==> src/rtl/trpp_pkg.sv <==
// Shared types, codes and mode text for the TFTP read-request parser.
package trpp_pkg;

  localparam int unsigned QDepth = 4;
  localparam int unsigned QPtrW  = $clog2(QDepth);
  localparam int unsigned QCntW  = $clog2(QDepth + 1);

  localparam logic [3:0] OctetLen    = 4'd5;
  localparam logic [3:0] NetasciiLen = 4'd8;
  localparam logic [3:0] ModePosMax  = 4'd15;
  localparam logic [1:0] ZeroMax     = 2'd3;
  localparam logic [1:0] NameZeros   = 2'd2;

  typedef enum logic [1:0] {
    ST_OK      = 2'd0,
    ST_CORRUPT = 2'd1,
    ST_UNKNOWN = 2'd2
  } status_e;

  typedef enum logic {
    MODE_OCTET    = 1'b0,
    MODE_NETASCII = 1'b1
  } mode_e;

  typedef enum logic {
    KIND_NAME    = 1'b0,
    KIND_VERDICT = 1'b1
  } kind_e;

  typedef struct packed {
    logic       has_name;
    logic [7:0] name_byte;
    logic       has_verdict;
    status_e    status;
    mode_e      mode;
  } entry_t;

  function automatic logic [7:0] octet_char(input logic [3:0] pos);
    logic [7:0] c;
    unique case (pos)
      4'd0:    c = 8'h4F;
      4'd1:    c = 8'h43;
      4'd2:    c = 8'h54;
      4'd3:    c = 8'h45;
      4'd4:    c = 8'h54;
      default: c = 8'h00;
    endcase
    return c;
  endfunction

  function automatic logic [7:0] netascii_char(input logic [3:0] pos);
    logic [7:0] c;
    unique case (pos)
      4'd0:    c = 8'h4E;
      4'd1:    c = 8'h45;
      4'd2:    c = 8'h54;
      4'd3:    c = 8'h41;
      4'd4:    c = 8'h53;
      4'd5:    c = 8'h43;
      4'd6:    c = 8'h49;
      4'd7:    c = 8'h49;
      default: c = 8'h00;
    endcase
    return c;
  endfunction

  function automatic logic [7:0] fold_upper(input logic [7:0] b);
    logic [7:0] u;
    u = (b >= 8'h61 && b <= 8'h7A) ? (b - 8'd32) : b;
    return u;
  endfunction

endpackage

==> src/rtl/tftp_read_request_parser.sv <==
// Top level of the TFTP read-request parser: front end, queue and back end.
//
//   channel | direction | handshake                | payload
//   packet  | in        | in_valid_i / in_stall_o  | packet_byte_i, end_of_packet_i
//   result  | out       | out_valid_o / out_stall_i| result_kind_o, name_byte_o, status_o,
//           |           |                          |   transfer_mode_o, last_result_o
//
// One packet byte is taken per cycle while the queue has room.
// A byte that yields a filename word and the verdict gives two result words, the name word first.
// The output register is the throughput limit: one result word per cycle while out_stall_i is low.
// Reset clears packet state, queue pointers and the output valid at once.
// Output stalls back up through the four-entry queue into in_stall_o.
module tftp_read_request_parser #(
  parameter int unsigned MAX_PACKET = 516
) (
  input  logic       clk_i,
  input  logic       rst_ni,
  input  logic       in_valid_i,
  output logic       in_stall_o,
  input  logic [7:0] packet_byte_i,
  input  logic       end_of_packet_i,
  output logic       out_valid_o,
  input  logic       out_stall_i,
  output logic       result_kind_o,
  output logic [7:0] name_byte_o,
  output logic [1:0] status_o,
  output logic       transfer_mode_o,
  output logic       last_result_o
);

  logic             push;
  logic             pop;
  logic             q_empty;
  logic             q_full;
  trpp_pkg::entry_t push_entry;
  trpp_pkg::entry_t head;

  trpp_front #(
    .MAX_PACKET(MAX_PACKET)
  ) u_front (
    .clk_i          (clk_i),
    .rst_ni         (rst_ni),
    .in_valid_i     (in_valid_i),
    .in_stall_o     (in_stall_o),
    .packet_byte_i  (packet_byte_i),
    .end_of_packet_i(end_of_packet_i),
    .q_full_i       (q_full),
    .push_o         (push),
    .push_entry_o   (push_entry)
  );

  trpp_queue u_queue (
    .clk_i       (clk_i),
    .rst_ni      (rst_ni),
    .push_i      (push),
    .push_entry_i(push_entry),
    .pop_i       (pop),
    .head_o      (head),
    .empty_o     (q_empty),
    .full_o      (q_full)
  );

  trpp_back u_back (
    .clk_i          (clk_i),
    .rst_ni         (rst_ni),
    .head_i         (head),
    .empty_i        (q_empty),
    .pop_o          (pop),
    .out_valid_o    (out_valid_o),
    .out_stall_i    (out_stall_i),
    .result_kind_o  (result_kind_o),
    .name_byte_o    (name_byte_o),
    .status_o       (status_o),
    .transfer_mode_o(transfer_mode_o),
    .last_result_o  (last_result_o)
  );

endmodule

==> src/rtl/trpp_front.sv <==
// Front end: accepts packet bytes, tracks packet state and classifies each byte.
module trpp_front #(
  parameter int unsigned MAX_PACKET = 516
) (
  input  logic             clk_i,
  input  logic             rst_ni,
  input  logic             in_valid_i,
  output logic             in_stall_o,
  input  logic [7:0]       packet_byte_i,
  input  logic             end_of_packet_i,
  input  logic             q_full_i,
  output logic             push_o,
  output trpp_pkg::entry_t push_entry_o
);

  localparam logic [9:0] MaxIdx = 10'(MAX_PACKET);

  logic [9:0] byte_idx_q, byte_idx_d;
  logic [1:0] zero_cnt_q, zero_cnt_d;
  logic       too_many_q, too_many_d;
  logic       first_bad_q, first_bad_d;
  logic [3:0] mode_pos_q, mode_pos_d;
  logic       oct_ok_q, oct_ok_d;
  logic       net_ok_q, net_ok_d;
  logic       len_ovf_q, len_ovf_d;

  logic       accept;
  logic       is_zero;
  logic       in_mode;
  logic       is_name;
  logic [7:0] up;

  assign in_stall_o = q_full_i;
  assign accept     = in_valid_i && !q_full_i;
  assign is_zero    = (packet_byte_i == 8'd0);
  assign in_mode    = (zero_cnt_q == trpp_pkg::NameZeros) && !too_many_q;
  assign is_name    = (byte_idx_q >= 10'd2) && (zero_cnt_q < trpp_pkg::NameZeros);
  assign up         = trpp_pkg::fold_upper(packet_byte_i);

  always_comb begin
    first_bad_d = first_bad_q || ((byte_idx_q == 10'd0) && !is_zero);
    len_ovf_d   = len_ovf_q || (byte_idx_q >= MaxIdx);
    oct_ok_d    = oct_ok_q;
    net_ok_d    = net_ok_q;
    mode_pos_d  = mode_pos_q;
    if (in_mode) begin
      if (mode_pos_q < trpp_pkg::OctetLen && up != trpp_pkg::octet_char(mode_pos_q)) begin
        oct_ok_d = 1'b0;
      end
      if (mode_pos_q < trpp_pkg::NetasciiLen
          && up != trpp_pkg::netascii_char(mode_pos_q)) begin
        net_ok_d = 1'b0;
      end
      if (mode_pos_q != trpp_pkg::ModePosMax) begin
        mode_pos_d = mode_pos_q + 4'd1;
      end
    end
    zero_cnt_d = zero_cnt_q;
    too_many_d = too_many_q;
    if (is_zero) begin
      if (zero_cnt_q == trpp_pkg::ZeroMax) begin
        too_many_d = 1'b1;
      end else begin
        zero_cnt_d = zero_cnt_q + 2'd1;
      end
    end
    byte_idx_d = (byte_idx_q != 10'd1023) ? (byte_idx_q + 10'd1) : byte_idx_q;
  end

  always_comb begin
    push_entry_o             = '0;
    push_entry_o.has_name    = is_name;
    push_entry_o.name_byte   = is_name ? packet_byte_i : 8'd0;
    push_entry_o.has_verdict = end_of_packet_i;
    push_entry_o.status      = trpp_pkg::ST_UNKNOWN;
    push_entry_o.mode        = trpp_pkg::MODE_OCTET;
    if (too_many_d || zero_cnt_d < trpp_pkg::NameZeros || first_bad_d || len_ovf_d) begin
      push_entry_o.status = trpp_pkg::ST_CORRUPT;
    end else if (oct_ok_d && mode_pos_d >= trpp_pkg::OctetLen) begin
      push_entry_o.status = trpp_pkg::ST_OK;
    end else if (net_ok_d && mode_pos_d >= trpp_pkg::NetasciiLen) begin
      push_entry_o.status = trpp_pkg::ST_OK;
      push_entry_o.mode   = trpp_pkg::MODE_NETASCII;
    end
  end

  assign push_o = accept && (is_name || end_of_packet_i);

  always_ff @(posedge clk_i or negedge rst_ni) begin
    if (!rst_ni) begin
      byte_idx_q  <= '0;
      zero_cnt_q  <= '0;
      too_many_q  <= 1'b0;
      first_bad_q <= 1'b0;
      mode_pos_q  <= '0;
      oct_ok_q    <= 1'b1;
      net_ok_q    <= 1'b1;
      len_ovf_q   <= 1'b0;
    end else if (accept) begin
      if (end_of_packet_i) begin
        byte_idx_q  <= '0;
        zero_cnt_q  <= '0;
        too_many_q  <= 1'b0;
        first_bad_q <= 1'b0;
        mode_pos_q  <= '0;
        oct_ok_q    <= 1'b1;
        net_ok_q    <= 1'b1;
        len_ovf_q   <= 1'b0;
      end else begin
        byte_idx_q  <= byte_idx_d;
        zero_cnt_q  <= zero_cnt_d;
        too_many_q  <= too_many_d;
        first_bad_q <= first_bad_d;
        mode_pos_q  <= mode_pos_d;
        oct_ok_q    <= oct_ok_d;
        net_ok_q    <= net_ok_d;
        len_ovf_q   <= len_ovf_d;
      end
    end
  end

  a_fourth_zero_only_at_max : assert property (@(posedge clk_i) disable iff (!rst_ni)
    too_many_q |-> zero_cnt_q == trpp_pkg::ZeroMax)
    else $error("too_many set below three zeros");

endmodule

==> src/rtl/trpp_queue.sv <==
// Short queue of classified words between the front end and the back end.
module trpp_queue (
  input  logic             clk_i,
  input  logic             rst_ni,
  input  logic             push_i,
  input  trpp_pkg::entry_t push_entry_i,
  input  logic             pop_i,
  output trpp_pkg::entry_t head_o,
  output logic             empty_o,
  output logic             full_o
);

  trpp_pkg::entry_t             mem_q [trpp_pkg::QDepth];
  logic [trpp_pkg::QPtrW-1:0]   wr_ptr_q, rd_ptr_q;
  logic [trpp_pkg::QCntW-1:0]   cnt_q;

  assign empty_o = (cnt_q == '0);
  assign full_o  = (cnt_q == trpp_pkg::QCntW'(trpp_pkg::QDepth));
  assign head_o  = mem_q[rd_ptr_q];

  always_ff @(posedge clk_i) begin
    if (push_i) begin
      mem_q[wr_ptr_q] <= push_entry_i;
    end
  end

  always_ff @(posedge clk_i or negedge rst_ni) begin
    if (!rst_ni) begin
      wr_ptr_q <= '0;
      rd_ptr_q <= '0;
      cnt_q    <= '0;
    end else begin
      if (push_i) begin
        wr_ptr_q <= wr_ptr_q + trpp_pkg::QPtrW'(1);
      end
      if (pop_i) begin
        rd_ptr_q <= rd_ptr_q + trpp_pkg::QPtrW'(1);
      end
      if (push_i && !pop_i) begin
        cnt_q <= cnt_q + trpp_pkg::QCntW'(1);
      end else if (pop_i && !push_i) begin
        cnt_q <= cnt_q - trpp_pkg::QCntW'(1);
      end
    end
  end

  a_no_push_full : assert property (@(posedge clk_i) disable iff (!rst_ni)
    push_i |-> !full_o)
    else $error("push into full queue");

  a_no_pop_empty : assert property (@(posedge clk_i) disable iff (!rst_ni)
    pop_i |-> !empty_o)
    else $error("pop from empty queue");

  a_cnt_bound : assert property (@(posedge clk_i) disable iff (!rst_ni)
    cnt_q <= trpp_pkg::QCntW'(trpp_pkg::QDepth))
    else $error("queue count out of range");

endmodule

==> src/rtl/trpp_back.sv <==
// Back end: splits each queued word into result words and drives the output register.
module trpp_back (
  input  logic             clk_i,
  input  logic             rst_ni,
  input  trpp_pkg::entry_t head_i,
  input  logic             empty_i,
  output logic             pop_o,
  output logic             out_valid_o,
  input  logic             out_stall_i,
  output logic             result_kind_o,
  output logic [7:0]       name_byte_o,
  output logic [1:0]       status_o,
  output logic             transfer_mode_o,
  output logic             last_result_o
);

  logic       out_valid_q;
  logic       kind_q;
  logic [7:0] name_q;
  logic [1:0] status_q;
  logic       mode_q;
  logic       last_q;
  logic       name_done_q;
  logic       load;
  logic       send_name;

  assign load      = (!out_valid_q || !out_stall_i) && !empty_i;
  assign send_name = head_i.has_name && !name_done_q;
  assign pop_o     = load && !(send_name && head_i.has_verdict);

  always_ff @(posedge clk_i or negedge rst_ni) begin
    if (!rst_ni) begin
      out_valid_q <= 1'b0;
      name_done_q <= 1'b0;
    end else if (!out_valid_q || !out_stall_i) begin
      out_valid_q <= !empty_i;
      if (load) begin
        name_done_q <= send_name && head_i.has_verdict;
      end
    end
  end

  always_ff @(posedge clk_i) begin
    if (load) begin
      if (send_name) begin
        kind_q   <= trpp_pkg::KIND_NAME;
        name_q   <= head_i.name_byte;
        status_q <= trpp_pkg::ST_OK;
        mode_q   <= trpp_pkg::MODE_OCTET;
        last_q   <= 1'b0;
      end else begin
        kind_q   <= trpp_pkg::KIND_VERDICT;
        name_q   <= 8'd0;
        status_q <= head_i.status;
        mode_q   <= head_i.mode;
        last_q   <= 1'b1;
      end
    end
  end

  assign out_valid_o     = out_valid_q;
  assign result_kind_o   = kind_q;
  assign name_byte_o     = name_q;
  assign status_o        = status_q;
  assign transfer_mode_o = mode_q;
  assign last_result_o   = last_q;

  a_split_keeps_head : assert property (@(posedge clk_i) disable iff (!rst_ni)
    name_done_q |-> !empty_i && head_i.has_name && head_i.has_verdict)
    else $error("split word lost its queue head");

  a_verdict_closes : assert property (@(posedge clk_i) disable iff (!rst_ni)
    out_valid_q && kind_q == trpp_pkg::KIND_VERDICT |-> last_q && name_q == 8'd0)
    else $error("verdict word malformed");

endmodule
==> config.mk <==
export PLATFORM = sky130hd
export DESIGN_NAME = tftp_read_request_parser
export DESIGN_NICKNAME = d
export VERILOG_FILES = /design/src/rtl/trpp_pkg.sv /design/src/rtl/tftp_read_request_parser.sv /design/src/rtl/trpp_front.sv /design/src/rtl/trpp_queue.sv /design/src/rtl/trpp_back.sv
export SDC_FILE = /design/constraint.sdc
export NUM_CORES = 1
export LEC_CHECK = 0
export BUFFER_PORTS_ARGS = -buffer_cell sky130_fd_sc_hd__buf_2
export CORE_UTILIZATION = 35
export DETAILED_ROUTE_END_ITERATION = 8
export SKIP_LAST_GASP = 1
export SYNTH_ARGS = -nofsm -noshare
export SYNTH_HDL_FRONTEND = slang
export SYNTH_SLANG_ARGS = --single-unit
==> constraint.sdc <==
create_clock -name clk_i -period 7.5 [get_ports clk_i]
set_clock_uncertainty 0.2 [all_clocks]
set_input_delay 1.5 -clock clk_i [delete_from_list [all_inputs] [get_ports clk_i]]
set_output_delay 1.5 -clock clk_i [all_outputs]
set_load 0.03 [all_outputs]
==> impl_metrics.yaml <==
logic_synthesis:
  synthAdderAreaFrac: 0.0401
  syn-cell-area_um2: 4560
  synth_enable_flop_cells: 64
  syn_nets: 376
  ys_seq_area_frac: 0.587
  syn_inst: 349
  yosysUniqueCellTypes: 60
  synth_top_family_by_area: "simple AND/OR/NAND/NOR gates"
  async_reset_ff_frac: 0.319
  synth_simple_gate_area_share: 0.150
  synthXorXnorAreaFrac: 0.0327
  ys.warnings.count: 0
  synth-compound-area-share: 0.0772
  synth_area_per_cell_um2: 13.1
  ys_ff_latch: 94
  synthFlopType: "edfxtp_1"
  synthMuxAreaShare: 0.0736
clock_tree:
  clkTransAtPathRegs_ns: 0.07
  tritoncts: "done"
  root_buffer: "clkbuf_16"
  clock_sinks: 94
  htreeDepth: 3
  cts_resized: 0
  clock_latency_ns: 0.33
  numCtsBuffers: 9
  postCtsSetupRepairBufs: 0
  hold_buffers: 0
  cts_buffer_depth: 2
route:
  wl_um: 8140
  drt-initial-drc-count: 128
  drcViolationCount: 0
  dr_wl_met2_um: 4150
  drtPass1Iterations: 4
  met1_length_um: 3510
  wl_per_cell_um: 14.8
  wl_met3_um: 322
  via_count: 2716
  antenna_left: 0
  viasPerCell: 4.92
  highest_layer: "met4"
global_routing:
  grt_overflow_total: 0
  grt_max_degree: 31
  antenna_found_initial: 0
  grt.total_usage: 0.135
  grt_pass1_vias: 2772
  grt_pass1_wl_um: 13600
sta:
  min_period_over_period: 0.462
  postLayoutSetupSlackWorst_ns: 4.04
  setup_viol: 0
  fmax_mhz: 289
  rsz0062_at_grt: "no"
  hold_violations: 0
  drv_slew: 0
  timing.slew.headroom: 0.330
  tightestPinTransition_ns: 0.995
  fin_crit_ns: 3.46
  fin_setup_tns_ns: 0
die:
  io-pin-count: 28
  initial_core_util: 0.360
  die-area_um2: 13500
  core_area_um2: 12700
  chipHeight_um: 116
  fp.dieW_um: 116
  rows: 41
pwr:
  p_sw_frac: 0.341
  p_leak_nw: 1.88
  irDropWorstVdd_v: 0.000109
  power_mw: 1.77
  pwr-share-seq: 0.450
  switchingPower_mw: 0.604
  power.internal_mw: 1.17
  power_density_nw_per_um2: 348
  clkPwrFrac: 0.235
  comb_power_share: 0.315
finish:
  layout.nets: 402
  fin_cells: 552
  final_cell_mix: "edfxtp_1 (64), nor2_1 (30), dfrtp_1 (28)"
  syn2layout_area_growth_pct: 11.8
  antenna_cells: 0
  final_common_cell: "edfxtp_1"
  drive_gt1_frac: 0.195
critical_path:
  max_stage_delay_ns: 0.93
  critPathSlowestCell: "dfrtp_1"
  crit_fanout: 15
  startpoint_type: "flip-flop"
  path_cells: "mux4_2 -> nand2b_1 -> o21ai_1 -> ha_1 -> inv_1 -> fa_1 -> mux2_2"
  crit_required_ns: 7.52
  cp_top_family: "flip-flops"
  end_kind: "flip-flop"
  worstSetupPathType: "flip-flop to flip-flop"
  critPathArrivalTime_ns: 3.49
  cp_num_buf_inv: 1
placement:
  hpwl_um: 5740
  dp_cells: 536
  routabilityCongestion: 0.754
  io_buffers: 27
  dpl_worst_slack_ns: 3.87
hold_path:
  hold_class: "flip-flop to flip-flop"
job:
  maxCapViolations: 0
outcome:
  outcome: "finished, final reports clean"
synth_stat cells, types with 2 or more instances:
| cell | n | area [um2] |
|---|---|---|
| a21o_1 | 2 | 15.0 |
| a21oi_1 | 11 | 55.1 |
| and2_1 | 15 | 93.8 |
| and3_1 | 2 | 12.5 |
| buf_2 | 4 | 20.0 |
| buf_6 | 2 | 22.5 |
| clkbuf_1 | 4 | 15.0 |
| dfrtp_1 | 28 | 701 |
| dfstp_2 | 2 | 52.6 |
| edfxtp_1 | 64 | 1920 |
| ha_1 | 13 | 163 |
| inv_1 | 23 | 86.3 |
| mux2_2 | 2 | 22.5 |
| mux2i_1 | 2 | 20.0 |
| mux4_2 | 13 | 293 |
| nand2_1 | 15 | 56.3 |
| nand2b_1 | 5 | 31.3 |
| nand3_1 | 9 | 45.0 |
| nand3b_1 | 2 | 15.0 |
| nand4_1 | 2 | 12.5 |
| nor2_1 | 30 | 113 |
| nor2b_1 | 10 | 62.6 |
| nor3_1 | 7 | 35.0 |
| nor3_2 | 2 | 20.0 |
| nor3b_1 | 3 | 22.5 |
| nor4b_1 | 3 | 26.3 |
| o21ai_0 | 16 | 80.1 |
| o21ai_1 | 3 | 15.0 |
| o22ai_1 | 2 | 12.5 |
| o31ai_1 | 2 | 15.0 |
| o41ai_2 | 2 | 32.5 |
| or3_1 | 6 | 37.5 |
| xnor2_1 | 12 | 105 |
| xor2_1 | 5 | 43.8 |
metrics by stage:
stage                     utilization  cell area (um2)  hold slack [ns]
after global placement          0.381             4820            0.278
after floorplan                     -             4560            0.256
final                           0.402             5100            0.286
after global routing            0.402             5100            0.313
after detailed placement        0.381             4820            0.279
after CTS                       0.402             5100            0.291
worst register-to-register path: cells and delay by family, from the launching register on:
family | cells | cell delay (ns)
DFF | 1 | 0.93
muxes | 2 | 0.86
adders and majority gates | 2 | 0.66
and+or+nand+nor | 1 | 0.37
AOI/OAI and AO/OA | 1 | 0.25
buffers and inverters | 1 | 0.08
final timing paths:
| path | slack (ns) | start | depth (start not counted) | endpoint |
|---|---|---|---|---|
| setup / recovery | 4.04 | u_queue.rd_ptr_q[0]$_DFFE_PN0P_ | 7 | u_queue.cnt_q[1]$_DFFE_PN0P_ |
| hold / removal | 0.29 | u_queue.cnt_q[2]$_DFFE_PN0P_ | 1 | u_queue.cnt_q[2]$_DFFE_PN0P_ |
| setup reg to reg | 4.04 | u_queue.rd_ptr_q[0]$_DFFE_PN0P_ | 7 | u_queue.cnt_q[1]$_DFFE_PN0P_ |
| hold reg to reg | 0.29 | u_queue.cnt_q[2]$_DFFE_PN0P_ | 1 | u_queue.cnt_q[2]$_DFFE_PN0P_ |
| max in group asynchronous | 5.64 | rst_ni | 1 | u_front.zero_cnt_q[0]$_DFFE_PN0P_ |
| min in group asynchronous | 1.01 | rst_ni | 1 | u_front.byte_idx_q[5]$_DFFE_PN0P_ |
metal layers:
layer | vias to the layer above | track usage
li1 | 1319 | -
met1 | 1325 | 0.160
met2 | 61 | 0.237
met3 | 11 | 0.0311
met4 | 0 | 0.0547
met5 | - | 0
logic make-up (layout without fill, tap and decap cells):
family,count (synthesis),in the layout
simple gates,121,121
flops,94,94
compound gates,50,50
buf+inv,36,67
xor+xnor,17,17
mux,17,17
fa+ha+maj,14,14
layout make-up:
cell class                      count  area (um2)
Clock inverter                      7        48.8
Timing Repair Buffer               28         143
Fill cell                        1213        7570
Sequential cell                    94        2680
Clock buffer                        9         225
Tap cell                          172         215
Multi-Input combinational cell    219        1700
Inverter                           23        86.3
power by group through the flow:
stage / Combinational, mW / Clock, mW / Sequential (mW)
after floorplan: 0.418 / 0 / 0.830
after detailed placement: 0.567 / 0 / 0.813
after CTS: 0.569 / 0.428 / 0.802
after global routing: 0.627 / 0.451 / 0.816
after global placement: 0.557 / 0 / 0.807
final: 0.559 / 0.416 / 0.798
flip-flops by register name, indices dropped and copies added (netlist names), 2 cells and up:
register / count
u_back.name_byte_o: 8
u_back.status_o: 2
u_queue.rd_ptr_q: 2
u_queue.wr_ptr_q: 2
u_front.zero_cnt_q: 2
u_queue.mem_q: 52
u_queue.cnt_q: 3
u_front.byte_idx_q: 10
u_front.mode_pos_q: 4
(Power assumes the default switching activity.)
